$ cat src/design/abih_ram.sv
`timescale 1ns / 1ps
`default_nettype none
// ----------------------------------------------------------------------------
// abih_ram
// Generic simple dual-port RAM, one write and one registered read port.
// ----------------------------------------------------------------------------
module abih_ram #(
  parameter int unsigned WIDTH = 8,
  parameter int unsigned DEPTH = 16
) (
  input  wire                      clk,
  input  wire                      we,
  input  wire [$clog2(DEPTH)-1:0]  waddr,
  input  wire [WIDTH-1:0]          wdata,
  input  wire                      re,
  input  wire [$clog2(DEPTH)-1:0]  raddr,
  output logic [WIDTH-1:0]         rdata
);
  logic [WIDTH-1:0] mem [DEPTH];

  always_ff @(posedge clk) begin
    if (we) begin
      mem[waddr] <= wdata;
    end
    if (re) begin
      rdata <= mem[raddr];
    end
  end
endmodule

`default_nettype wire

$ cat config.mk
export PLATFORM = sky130hd
export DESIGN_NAME = abih_ram
export DESIGN_NICKNAME = d
export VERILOG_FILES = /design/src/design/abih_ram.sv
export SDC_FILE = /design/constraint.sdc
export NUM_CORES = 1
export LEC_CHECK = 0
export ABC_AREA = 1
export BUFFER_PORTS_ARGS = -buffer_cell sky130_fd_sc_hd__buf_2
export CAP_MARGIN = 40
export CELL_PAD_IN_SITES_DETAIL_PLACEMENT = 0
export CELL_PAD_IN_SITES_GLOBAL_PLACEMENT = 1
export CORE_MARGIN = 3
export CORE_UTILIZATION = 31
export DETAILED_ROUTE_END_ITERATION = 8
export GPL_TIMING_DRIVEN = 0
export PLACE_DENSITY_LB_ADDON = 0.1
export SYNTH_ARGS = -nofsm -noshare
export SYNTH_HDL_FRONTEND = slang
export SYNTH_SLANG_ARGS = --single-unit
$ cat constraint.sdc
create_clock -name clk -period 0.9 [get_ports clk]
set_input_delay 0 -clock clk [delete_from_list [all_inputs] [get_ports clk]]
set_output_delay 0 -clock clk [all_outputs]
set_load 0.03 [all_outputs]
==> metrics.md <==
| Metric | Value |
|---|---|
| Pins Over Slew Limit | 0 |
| CP Capture Type | flip-flop |
| Final nets | 621 |
| Largest net degree at the start of global routing | 17 |
| CTS sink cnt | 136 |
| Pre-CTS setup slack | -0.5667 ns |
| Worst hold slack | 0.01847 ns |
| TritonCTS buffer count | 17 |
| CP required | 1.08 ns |
| Layout cells sized above 1 | 26.02% |
| Unique masters post-synth | 11 |
| Setup Skew | 0.01211 ns |
| Die H | 143.3 µm |
| Worst min path class | input pin to flip-flop |
| Syn_nets | 570 |
| Post-CTS setup buffers | 0 |
| Cell total after placement | 811 |
| Clock latency at the later pin of the worst-skew pair | 0.42 ns |
| Diode count | 0 |
| Initial Util | 32.00% |
| Violated checks | setup timing |
| Via density | 4.498 |
| Outcome | complete, but fails checks |
| Final Non-Filler Cells | 844 |
| DRT Wirelength | 16.26 mm |
| Unrepaired setup endpoints after global routing | yes |
| Via count | 3,796 |
| Post-synthesis sequential area ratio | 69.85% |
| Crit path kind | flip-flop to flip-flop |
| Die footprint | 20,540 µm² |
| IO Port Bufs | 23 |
| Hpwl dp | 10.91 mm |
| Vias in the first global route | 3,773 |
| ANT nets after route | 0 |
| Most common cell after layout, fill and taps aside | nand2_1 |
| TritonCTS clock tree | built |
| Maximum VDD drop | 1.389 mV |
| Static Leak | 0.003043 µW |
| Crit Path Max Fanout | 1 |
| Crit path DAT | 1.28 ns |
| Min Tclk post-route | 1.098 ns |
| Top Ports | 27 |
| Placer Congestion | 0.8028 |
| Mapped Area | 5847 µm² |
| GRT Util Overall | 16.61% |
| CP Launch Type | flip-flop |
| Final Hold Fails | 0 |
| #FFs+latches synth | 136 |
| DR pass1 iterations | 4 |
| DR iter-0 viols | 295 |
| Mapped Avg Cell Area | 10.61 µm² |
| Initial antenna violation count | 0 |
| Clk buf depth | 2 |
| Setup Viol. Count Final | 16 |
| Root buf cell | clkbuf_16 |
| MaxCap Viol Count | 0 |
| PD cells | 2076 nW/µm² |
| # DRC | 0 |
| Final Cycle Share | 122.0% |
| Reg clk slew, reported paths | 0.07 ns |
| Slew at the pin with the worst max-slew slack | 0.5803 ns |
| Area grow syn2layout | 23.99% |
| Slew HR | 61.31% |
| Final worst slack | -0.1977 ns |
| CTS H-tree depth | 4 |
| Most frequent cells in the layout | 153 x nand2_1, 136 x edfxtp_1, 99 x inv_1, 54 x nand3_1, 43 x nand3_2 |
| Cells after synthesis | 551 |
| Maximum clock frequency | 911.0 MHz |
| Core Footprint | 18,270 µm² |
| First-pass GRT wire length | 23.94 mm |
| Syn. warnings | 0 |
| Total gr overflow | 0 |
| # rows | 49 |
| WL/cell | 19.27 µm |
| Die width | 143.3 µm |
## metrics by stage
step                      setup TNS [ns]  utilization (%)  area (µm²)  total power [µW]
final                             -1.839            39.68        7249             15050
after global routing              -2.800            39.68        7249             15550
after CTS                         -2.228            38.60        7052             15090
after detailed placement          -48.01            34.61        6324              8340
after global placement            -68.58            34.24        6256              8323
after floorplan                   -4.259                -        5854              7866
## routing by layer
metal	track usage (%)	vias up	wire, µm
li1	-	1885	-
met1	24.14	1819	8151
met2	25.12	81	7354
met3	3.494	11	603
met4	5.154	0	154
met5	0	-	0
## report_power, final
group	total, µW	internal, µW	switching, µW
Combinational	1180	357	822
Clock	6700	4030	2670
Sequential	7170	7140	37.6
Total	15100	11500	3530
## synth_stat cells
cell type	number	area, µm²
nor2_1	17	63.81
nand3_1	97	485.5
buf_2	13	65.06
nand3b_1	2	15.01
buf_1	1	3.750
buf_4	4	30.03
inv_2	2	7.510
inv_1	100	375.4
edfxtp_1	136	4084
buf_6	6	67.56
nand2_1	173	649.4
## cells by family after synthesis
family	Yosys count	share of synthesized area [%]
AND/OR/NAND/NOR	289	20.76
buffers and inverters	126	9.394
flip-flops	136	69.85
## sequential cells by signal, indices dropped and copies added (netlist names)
| name | flops |
|---|---|
| rdata | 8 |
| mem | 128 |
## layout make-up
cell class | instances | area, µm²
plain buffers | 24 | 166.4
flip-flops and latches | 136 | 4084
clock buffers | 18 | 429.2
well taps | 229 | 286.5
multi-input cells | 289 | 1524
repair buffers | 32 | 242.7
inverters | 102 | 382.9
clock inverters | 14 | 133.9
fillers | 1813 | 11020
## repair_timing
action / CTS / global route
setup endpoints to repair: 55 / 32
hold buffers: 1 / 0
hold endpoints to repair: 8 / 0
pin swaps: 12 / 14
gates resized for setup: 45 / 47
## worst paths after layout
kind	from	endpoint	slack, ns	cells after the start
worst max-delay path	mem[15][4]	rdata[4]	-0.20	6
worst min-delay path	wdata[2]	mem[10][2]	0.02	1
worst max register to register	mem[15][4]	rdata[4]	-0.20	6
worst min register to register	mem[7][5]	rdata[5]	0.79	6
## critical path, stage by stage, from the launching register on
cell	delay (ns)
edfxtp_1	0.37
nand2_1	0.08
nand2_2	0.06
nand2_1	0.08
nand3_1	0.11
nand3_2	0.10
nand2_2	0.06
Power figures use the tool's default switching activity.
